$ cat src/crc_pkg.sv
`default_nettype none
package crc_pkg;

	// operation codes on func
	localparam logic [1:0] FUNC_CLEAR = 2'd0;
	localparam logic [1:0] FUNC_DRAW  = 2'd1;
	localparam logic [1:0] FUNC_READ  = 2'd2;

	// configuration register indexes
	localparam logic [1:0] CFG_WIDTH  = 2'd0;
	localparam logic [1:0] CFG_HEIGHT = 2'd1;
	localparam logic [1:0] CFG_BG     = 2'd2;

	// field widths
	localparam int FUNC_W  = 2;
	localparam int COORD_W = 18;
	localparam int RAD_W   = 17;
	localparam int CHAR_W  = 7;
	localparam int RDPOS_W = 8;
	localparam int DIM_W   = 9;
	localparam int CFGI_W  = 2;
	localparam int CFGD_W  = 9;

	// register reset values
	localparam logic [DIM_W-1:0]  RST_WIDTH  = 9'd256;
	localparam logic [DIM_W-1:0]  RST_HEIGHT = 9'd256;
	localparam logic [CHAR_W-1:0] RST_BG     = 7'd32;

	// parameter defaults
	localparam int DEF_MAX_WIDTH  = 256;
	localparam int DEF_MAX_HEIGHT = 256;
	localparam int DEF_FRAC_BITS  = 8;

	// controller to datapath
	typedef struct packed {
		logic load;
		logic draw;
		logic setup_beat;
		logic cell_beat;
		logic rd_beat;
	} cmd_t;

	// datapath to controller
	typedef struct packed {
		logic area_zero;
		logic last_cell;
	} stat_t;

endpackage
`default_nettype wire

$ cat src/crc_ctrl.sv
`default_nettype none
module crc_ctrl
	import crc_pkg::*;
(
	input  wire logic              clk,
	input  wire logic              arst_n,
	input  wire logic              start,
	input  wire logic [FUNC_W-1:0] func,
	input  wire stat_t             stat,
	output logic                   busy,
	output cmd_t                   cmd
);

	localparam logic [2:0] ST_IDLE = 3'd0;
	localparam logic [2:0] ST_PREP = 3'd1;
	localparam logic [2:0] ST_SCAN = 3'd2;
	localparam logic [2:0] ST_DRN1 = 3'd3;
	localparam logic [2:0] ST_DRN2 = 3'd4;

	logic [2:0] state_q;
	logic [2:0] state_nxt;
	logic       accept;

	assign busy   = (state_q != ST_IDLE);
	assign accept = start && (state_q == ST_IDLE);

	// commands
	always_comb begin
		cmd            = '0;
		cmd.load       = accept && (func == FUNC_CLEAR || func == FUNC_DRAW);
		cmd.draw       = (func == FUNC_DRAW);
		cmd.rd_beat    = accept && (func == FUNC_READ);
		cmd.setup_beat = (state_q == ST_PREP);
		cmd.cell_beat  = (state_q == ST_SCAN);
	end

	// next state
	always_comb begin
		state_nxt = state_q;
		case (state_q)
			ST_IDLE: begin
				if (accept && !stat.area_zero) begin
					if (func == FUNC_CLEAR)
						state_nxt = ST_SCAN;
					else if (func == FUNC_DRAW)
						state_nxt = ST_PREP;
				end
			end
			ST_PREP: state_nxt = ST_SCAN;
			ST_SCAN: begin
				if (stat.last_cell)
					state_nxt = ST_DRN1;
			end
			ST_DRN1: state_nxt = ST_DRN2;
			ST_DRN2: state_nxt = ST_IDLE;
			default: state_nxt = ST_IDLE;
		endcase
	end

	// state register
	always_ff @(posedge clk or negedge arst_n) begin
		if (!arst_n)
			state_q <= ST_IDLE;
		else
			state_q <= state_nxt;
	end

endmodule
`default_nettype wire

$ cat config.mk
export PLATFORM = sky130hd
export DESIGN_NAME = crc_ctrl
export DESIGN_NICKNAME = d
export VERILOG_FILES = /design/src/crc_pkg.sv /design/src/crc_ctrl.sv
export SDC_FILE = /design/constraint.sdc
export NUM_CORES = 1
export LEC_CHECK = 0
export ABC_AREA = 1
export BUFFER_PORTS_ARGS = -buffer_cell sky130_fd_sc_hd__buf_2
export CAP_MARGIN = 30
export CORE_AREA = 2 2 39 41
export DETAILED_ROUTE_END_ITERATION = 7
export DIE_AREA = 0 0 41 43
export HOLD_SLACK_MARGIN = 0.03
export PLACE_DENSITY = 0.36
export SLEW_MARGIN = 20
export SYNTH_ARGS = -nofsm -noshare
export SYNTH_HDL_FRONTEND = slang
export SYNTH_SLANG_ARGS = --single-unit
$ cat constraint.sdc
create_clock -name clk -period 1 [get_ports clk]
set_input_delay 0 -clock clk [delete_from_list [all_inputs] [get_ports clk]]
set_output_delay 0 -clock clk [all_outputs]
set_load 0.02 [all_outputs]
==> results.md, run 1 <==
* Die width at 41 µm
* Vias in the first global route at 235
* Placed cell area at 329.1 µm²
* Yosys top cell by area: dfrtp_1
* Top-area cell type share of the netlist area at 0.3750
* Fmax at 0.8361 GHz
* Status: finished with violations
* # IOs at 13
* CTS HTree Levels at 1
* Leakage at 0.2344 nW
* Critical path type: reg -> out
* GRT Resource Usage Total at 0.07515
* Fin crit share at 1.196
* Hold slack final at 0.04014 ns
* CP Capture Type: output pin
* Area contributors post-synth: dfrtp_1, inv_1, nor3_2
* Diode count at 0
* Layout area overhead at 116.9%
* Sequential fraction of the synthesis area at 0.3750
* CP max FO at 3
* Clock Pin Slew Worst Setup and Hold Paths at 0.04 ns
* Drt first pass iters at 2
* Pin count of the biggest net entering global routing at 5
* Initial antenna violation count at 0
* Dpl hpwl at 413.8 µm
* Top Registers: state_q (3)
* Cell area power density at 2824 nW/µm²
* Post-Layout Inst Area at 434.2 µm²
* Final Max Tran Viols at 0
* RSZ-0062 raised after global routing: yes
* Core ar. at 1384 µm²
* Num rows at 14
* DR DRC count at 0
* CTS Sinks at 3
* Most used flip-flop cell after synthesis: dfrtp_1
* Final Hold Fails at 0
* Number of buffers created by CTS at 3
* Antenna-violating nets left at 0
* Synth Warn # at 0
* Post-Synthesis Net Count at 36
* Nets@finish at 62
* Top-count cell post-synth: inv_1
* CP Launch Type: flip-flop
* Clock latency at the later pin of the worst-skew pair at 0.24 ns
* Die Height at 43 µm
* Synthesized area per cell at 6.903 µm²
* Worst hold path type: in -> reg
* Placer Congestion at 0.5910
* Ys async rst share at 1.000
* Root buffer selected by CTS: clkbuf_4
* Vias per inst at 3.857
* CTS tree: yes
* Die area at 1763 µm²
* DRT iter0 DRCs at 4
* Final setup vio count at 7
* Number of flops mapped to enable cells by yosys at 0
* Largest Register: state_q
* Flops & latches, synth at 3
* First-pass GRT wire length at 834 µm
* Critical Path RT at 1.00 ns
* Max Cap Viol at 0
* Max_slew headroom at 0.8341
* I/O Buffers at 12
* Post-route setup slack at -0.1961 ns
* Synth Instances at 29
* Crit path DAT at 1.20 ns
* Wire length per cell at 8.171 µm
* Dpl ws at -0.03967 ns
* Yosys cell types at 12
* Max FFs per register at 3
* Mapped Area at 200.2 µm²
* Total congestion overflow at 0
* Clock Path Buffers at 2
* Synth top cells by count: inv_1, nor2_1, nand2_1
* Initial Util at 0.1447
* Violated checks: setup timing
* Clock Skew at 0.005373 ns
* Max rail drop VDD at 0.6800 mV
* Routed WL at 572 µm
* Share of post-route cells with drive strength above 1 at 0.5926
* Routed via count at 270
* Utilization after layout at 0.3137
* Measured slew at the worst slew-check pin at 0.2468 ns
* Fin crit period at 1.196 ns
-- worst max-delay path, cell delays in order, from the launching register on --
cell and delay [ns]:
dfrtp_1 0.39, inv_2 0.06, nand2_2 0.06, nor2_4 0.11
nand2_2 0.07, nor3_2 0.11, buf_4 0.16
-- cell type report --
| class | instances | area (µm²) |
|---|---|---|
| Inverter | 8 | 30.03 |
| Fill cell | 157 | 949.7 |
| Sequential cell | 3 | 75.07 |
| Multi-Input combinational cell | 18 | 118.9 |
| Tap cell | 16 | 20.02 |
| Clock buffer | 4 | 26.28 |
| Timing Repair Buffer | 21 | 163.9 |
-- worst paths after layout --
path	from	to	slack, ns	cells past startpoint
worst max-delay path	state_q[2]	cmd[0]	-0.20	6
worst min-delay path	stat[1]	state_q[0]	0.04	4
worst max register to register	state_q[2]	state_q[1]	-0.15	7
worst min register to register	state_q[2]	state_q[2]	0.58	2
max in group asynchronous	arst_n	state_q[0]	0.81	2
min in group asynchronous	arst_n	state_q[2]	0.08	2
-- metrics by stage --
stage | TNS (ns) | cells | total power [mW]
floorplan | -0.05441 | 29 | 0.5254
global placement | -0.08342 | 61 | 0.7863
detailed placement | -0.08177 | 61 | 0.7799
CTS | -1.109 | 69 | 1.157
global route | -1.471 | 70 | 1.321
finish | -1.008 | 70 | 1.226
-- layout by cell type (no fill, tap or decap), types with 2 or more instances in the layout --
cell      synthesis  layout
nor2_1            5       4
clkbuf_4          0       3
nand2_2           1       3
nor2_4            0       2
dfrtp_1           3       3
buf_4             0       8
buf_2             0       8
buf_6             0       3
nand2_1           4       2
a21oi_1           2       2
inv_2             2       2
inv_1             6       6
-- layer usage --
| layer | track usage | vias to the layer above | wire length [µm] |
|---|---|---|---|
| met3 | 0.06806 | 0 | 57 |
| li1 | - | 136 | - |
| met5 | 0 | - | 0 |
| met1 | 0.07029 | 125 | 234 |
| met2 | 0.1063 | 9 | 280 |
| met4 | 0.04000 | 0 | 0 |
-- kinds of logic after synthesis --
kind of cell,count (synthesis),synth area share
AO/OA/AOI/OAI,3,0.08752
buffers and inverters,8,0.1500
flip-flops,3,0.3750
AND/OR/NAND/NOR,15,0.3875
-- power by group --
part / switching (mW) / total [mW] / internal [mW]
Clock: 0.0714 / 0.221 / 0.150
Sequential: 0.0382 / 0.198 / 0.160
Combinational: 0.375 / 0.807 / 0.431
Total: 0.485 / 1.23 / 0.741
-- timing repair --
action / 4_1_cts / 5_1_grt
hold buffers: 1 / 0
gates resized for setup: 8 / 4
setup endpoints to repair: 7 / 7
cloned: 0 / 0
endpoints found under the hold margin: 3 / 0
pin swaps: 4 / 1
setup buffers: 3 / 1
(Power assumes the default switching activity.)
==> run 2: changes to the inputs <==
--- a/config.mk
+++ b/config.mk
@@ -11,6 +11,7 @@
 export CORE_AREA = 2 2 39 41
 export DETAILED_ROUTE_END_ITERATION = 7
 export DIE_AREA = 0 0 41 43
+export GPL_ROUTABILITY_DRIVEN = 1
 export HOLD_SLACK_MARGIN = 0.03
 export PLACE_DENSITY = 0.36
 export SLEW_MARGIN = 20
==> constraint.sdc (replaced) <==
create_clock -name clk -period 1 [get_ports clk]
set_input_delay 0.1 -clock clk [delete_from_list [all_inputs] [get_ports clk]]
set_output_delay 0.1 -clock clk [all_outputs]
set_load 0.02 [all_outputs]
==> run 2 against run 1 <==
  * Sequential cell count unchanged
  * Clock skew down 0.0050 ns
  * Sequential power up 3%
  * Combinational power up 0.9%
  * Clock-buffer cell count unchanged
  * Worst hold slack better by 0.097 ns
  * Core utilization up 1.3 points
  * The flow still finishes with violations (setup timing)
  * Final area up 4.0%
  * Largest power group unchanged
  * Clock power down 5%
  * Largest cell class unchanged
  * Sequential share of layout area down 0.39 points
  * Die area unchanged
  * Non-clock buffer count down 1
==> results.md, run 2 (synthesized netlist as in run 1, its figures left out) <==
* First-pass GRT wire length at 1041 µm
* Fin crit share at 1.299
* CTS tree: yes
* CP max FO at 4
* Root buffer selected by CTS: clkbuf_4
* Clock Pin Slew Worst Setup and Hold Paths at 0.04 ns
* Clock Skew at 0.0003582 ns
* Cell mode on critical path: nand2_4
* DRT iter0 DRCs at 1
* Post-route setup slack at -0.2992 ns
* Fmax at 0.7697 GHz
* Drt first pass iters at 3
* Largest Register: state_q
* Clk pwr share at 0.171
* Multi-input gate area at 143.9 µm²
* Num rows at 14
* Antenna-violating nets left at 0
* Die area at 1763 µm²
* Total congestion overflow at 0
* Post-route setup TNS at -1.549 ns
* Critical Path RT at 0.90 ns
* Max FFs per register at 3
* Max Cap Viol at 0
* Diode count at 0
* Cells along the critical path: inv_2 > nand2_4 > nor2_4 > nand2_4 > nor3_4 > buf_6
* Share of post-route cells with drive strength above 1 at 0.6226
* Die width at 41 µm
* Top Registers: state_q (3)
* Leakage at 0.2351 nW
* # fillers at 163
* DR DRC count at 0
* Critical path type: reg -> out
* # IOs at 13
* Vias per inst at 3.768
* Clock latency at the later pin of the worst-skew pair at 0.23 ns
* FF+latch area at 76.32 µm²
* Die Height at 43 µm
* Wire length per cell at 8.217 µm
* Final Hold Fails at 0
* Measured slew at the worst slew-check pin at 0.2385 ns
* Post-Layout Inst Area at 451.7 µm²
* Final Max Tran Viols at 0
* CP Launch Type: flip-flop
* Cell area power density at 2718 nW/µm²
* Vias in the first global route at 281
* I/O Buffers at 12
* Crit path DAT at 1.20 ns
* Initial antenna violation count at 0
* Number of buffers created by CTS at 3
* Dpl ws at -0.08257 ns
* Layout area overhead at 125.6%
* Share of power burned in registers at 0.166
* CTS HTree Levels at 1
* Core ar. at 1384 µm²
* Combinational Power Share at 0.663
* RSZ-0062 raised after global routing: yes
* Int Pwr at 0.7235 mW
* Most common cell after layout, fill and taps aside: buf_2
* Placer Congestion at 0.5796
* Pin count of the biggest net entering global routing at 5
* Initial Util at 0.1447
* Routed WL at 567 µm
* Dpl hpwl at 406.2 µm
* Critical-path top delay cell: dfrtp_1
* Routed via count at 260
* Worst hold path type: in -> reg
* Sw Share at 0.4106
* Max_slew headroom at 0.8397
* Status: finished with violations
* Most frequent cells in the layout: buf_2, inv_1, buf_6
* Final setup vio count at 7
* CTS Sinks at 3
* Fin crit period at 1.299 ns
* Nets@finish at 61
* Hold slack final at 0.1368 ns
* CP Capture Type: output pin
* Clock Path Buffers at 2
* Max rail drop VDD at 0.9460 mV
* Sw Pwr at 0.5041 mW
* GRT Resource Usage Total at 0.09155
* Violated checks: setup timing
* Placed cell area at 347.8 µm²
* Peak per-stage delay on the critical path at 0.36 ns
-- run 2: through the flow --
step	instances	util	total power [mW]
2_1_floorplan	29	-	0.5944
3_3_place_gp	61	0.2514	0.8213
3_5_place_dp	61	0.2514	0.8149
4_1_cts	68	0.3174	1.207
5_1_grt	69	0.3264	1.344
6_report	69	0.3264	1.228
-- run 2: cell type report --
type / instances / area share
clock buffer: 4 / 0.05817
inverter: 8 / 0.06648
multi-input combinational: 18 / 0.3186
sequential: 3 / 0.1690
tap: 16 / 0.04432
timing repair buffer: 20 / 0.3435
-- run 2: layer usage --
layer | GRT usage | vias up | wire, µm
li1 | - | 137 | -
met1 | 0.09061 | 111 | 238
met2 | 0.1406 | 12 | 285
met3 | 0.04712 | 0 | 43
met4 | 0.06000 | 0 | 0
met5 | 0 | - | 0
-- run 2: final timing paths --
path | slack (ns) | to | cells after the start | start
worst max register to register | -0.17 | state_q[1] | 8 | state_q[1]
worst max-delay path | -0.30 | cmd[0] | 6 | state_q[1]
min in group asynchronous | 0.20 | state_q[1] | 2 | arst_n
worst min-delay path | 0.14 | state_q[0] | 4 | stat[1]
max in group asynchronous | 0.68 | state_q[0] | 2 | arst_n
worst min register to register | 0.56 | state_q[2] | 2 | state_q[2]
-- run 2: repair_timing --
action                                  in CTS  in global routing
pin swaps                                    4                  2
gates resized for setup                     12                  3
setup buffers                                2                  2
endpoints found under the setup margin       7                  7
hold buffers                                 1                  0
endpoints found under the hold margin        3                  0
-- run 2: power by group through the flow --
stage	sequential [mW]	clock (mW)	combinational (mW)
global route	0.208	0.241	0.894
floorplan	0.200	0	0.395
finish	0.204	0.210	0.814
CTS	0.200	0.223	0.784
detailed placement	0.200	0	0.615
global placement	0.202	0	0.619
-- run 2: critical path: cells and delay by family, from the launching register on --
family,cells,cell delay (ns)
simple gates,4,0.40
flops,1,0.36
buf+inv,2,0.21
==> run 3: changes to the inputs <==
--- a/config.mk
+++ b/config.mk
@@ -13,7 +13,7 @@
 export DIE_AREA = 0 0 41 43
 export GPL_ROUTABILITY_DRIVEN = 1
 export HOLD_SLACK_MARGIN = 0.03
-export PLACE_DENSITY = 0.36
+export PLACE_DENSITY = 0.43
 export SLEW_MARGIN = 20
 export SYNTH_ARGS = -nofsm -noshare
 export SYNTH_HDL_FRONTEND = slang
==> run 3 against run 2 <==
  * The flow still finishes with violations (setup timing)
  * Routed wire length is 3.5% lower
  * Fmax is 1.7% higher
  * Clock power hardly changed
  * Sequential share of layout area stayed put
  * Register-to-register slack better by 0.07 ns
  * Global-route usage is 2.3 points lower
  * Cell count stayed put
  * Combinational power is 1% higher
  * Final area stayed put
  * Highest routed layer unchanged
==> results.md, run 3 (synthesized netlist as in run 1, its figures left out) <==
* Status: finished with violations
* Violated checks: setup timing
* Num rows at 14
* Cell mode on critical path: nand2_4
* Routed via count at 251
* Post-Layout Inst Area at 451.7 µm²
* Placed cell area at 347.8 µm²
* Leakage at 0.2347 nW
* Max_slew headroom at 0.8333
* Diode count at 0
* CP max FO at 3
* Number of buffers created by CTS at 3
* Total congestion overflow at 0
* DRT iter0 DRCs at 4
* RSZ-0062 raised after global routing: yes
* Nets@finish at 61
* Grt peak-use layer: met2
* Clock Skew at 0.001905 ns
* Critical path type: reg -> out
* Largest Register: state_q
* Drt first pass iters at 2
* Top Registers: state_q (3)
* Finished Layout Cells at 69
* CTS Sinks at 3
* Worst Path Buf+Inv at 2
* Fin crit period at 1.278 ns
* Pin count of the biggest net entering global routing at 5
* CP Capture Type: output pin
* DR DRC count at 0
* Final Max Tran Viols at 0
* Fmax at 0.7825 GHz
* Post-route setup TNS at -1.388 ns
* Routed WL at 547 µm
* Max rail drop VDD at 0.5251 mV
* Max Cap Viol at 0
* Placer Congestion at 0.6082
* Met3 Usage GRT at 0.04712
* Worst hold path type: in -> reg
* Dpl hpwl at 397 µm
* Core ar. at 1384 µm²
* Crit path DAT at 1.18 ns
* I/O Buffers at 12
* Power after layout at 1.233 mW
* CTS tree: yes
* Final Hold Fails at 0
* Measured slew at the worst slew-check pin at 0.2479 ns
* Clock Path Buffers at 2
* Max FFs per register at 3
* Die Height at 43 µm
* Most frequent cells in the layout: buf_2, inv_1, buf_6
* Critical-path top delay cell: dfrtp_1
* Stages on the worst setup path at 6
* Met2 GRT Util at 0.1000
* Vias per inst at 3.638
* Share of post-route cells with drive strength above 1 at 0.6226
* Grt met1 use at 0.06774
* Hold path depth at 4
* Initial Util at 0.1447
* Cells along the critical path: inv_2 > nand2_4 > nor2_4 > nand2_4 > nor3_4 > buf_6
* CP Launch Type: flip-flop
* Clock Pin Slew Worst Setup and Hold Paths at 0.04 ns
* CTS HTree Levels at 1
* # IOs at 13
* Die width at 41 µm
* Family with the most delay on the worst path: flip-flops
* First-pass GRT wire length at 765 µm
* GRT Resource Usage Total at 0.06834
* Most common cell after layout, fill and taps aside: buf_2
* Critical Path RT at 0.90 ns
* Vias in the first global route at 209
* # fillers at 157
* Root buffer selected by CTS: clkbuf_4
* Fin crit share at 1.278
* Final setup vio count at 7
* Cell area power density at 2730 nW/µm²
* Antenna-violating nets left at 0
* Post-route setup slack at -0.2779 ns
* Initial antenna violation count at 0
* Layout area overhead at 125.6%
* Peak per-stage delay on the critical path at 0.38 ns
* Worst reg-to-reg path cell count at 7
* Wire length per cell at 7.928 µm
* Die area at 1763 µm²
* Clock latency at the later pin of the worst-skew pair at 0.23 ns
* Inst Count DP at 61
run 3: what timing repair did:
action,CTS,global route
setup endpoints to repair,7,7
hold buffers,1,0
gates resized for setup,8,6
pin swaps,2,0
hold endpoints to repair,3,0
setup buffers,2,1
run 3: worst register-to-register path: stages (launching register included):
cell and delay [ns]:
dfrtp_1 0.33, inv_2 0.05, buf_4 0.14, nor3_4 0.22, buf_6 0.13, nand2_1 0.04
nand2_1 0.05, nor2_1 0.03
run 3: layout make-up:
class                           instances  area, µm²  share of cell area
Timing Repair Buffer                   20      155.1              0.3435
Multi-Input combinational cell         18      143.9              0.3186
Sequential cell                         3      76.32              0.1690
Inverter                                8      30.03             0.06648
Clock buffer                            4      26.28             0.05817
Tap cell                               16      20.02             0.04432
run 3: through the flow:
stage                     hold slack [ns]  utilization  setup WS, ns
after floorplan                   -0.1956            -      -0.04481
after global placement            -0.1033       0.2514      -0.09278
after detailed placement          -0.1024       0.2514      -0.08510
after CTS                          0.1379       0.3065       -0.3079
after global routing               0.1453       0.3264       -0.3572
final                              0.1412       0.3264       -0.2779
run 3: routing by layer:
layer,up-vias,wire length [µm]
li1,135,-
met1,110,216
met2,6,289
met3,0,42
met4,0,0
met5,-,0
run 3: worst paths after layout:
check / slack [ns] / from / end
min reg2reg: 0.58 / state_q[2] / state_q[2]
min in group asynchronous: 0.19 / arst_n / state_q[2]
max: -0.28 / state_q[2] / cmd[0]
max reg2reg: -0.10 / state_q[1] / state_q[0]
max in group asynchronous: 0.68 / arst_n / state_q[0]
min: 0.14 / stat[1] / state_q[0]
run 3: report_power, final:
group          switching, mW  total [mW]  internal (mW)  leakage [nW]
combinational          0.404       0.824          0.420         0.181
sequential            0.0389       0.202          0.163        0.0384
clock                 0.0580       0.207          0.149        0.0150
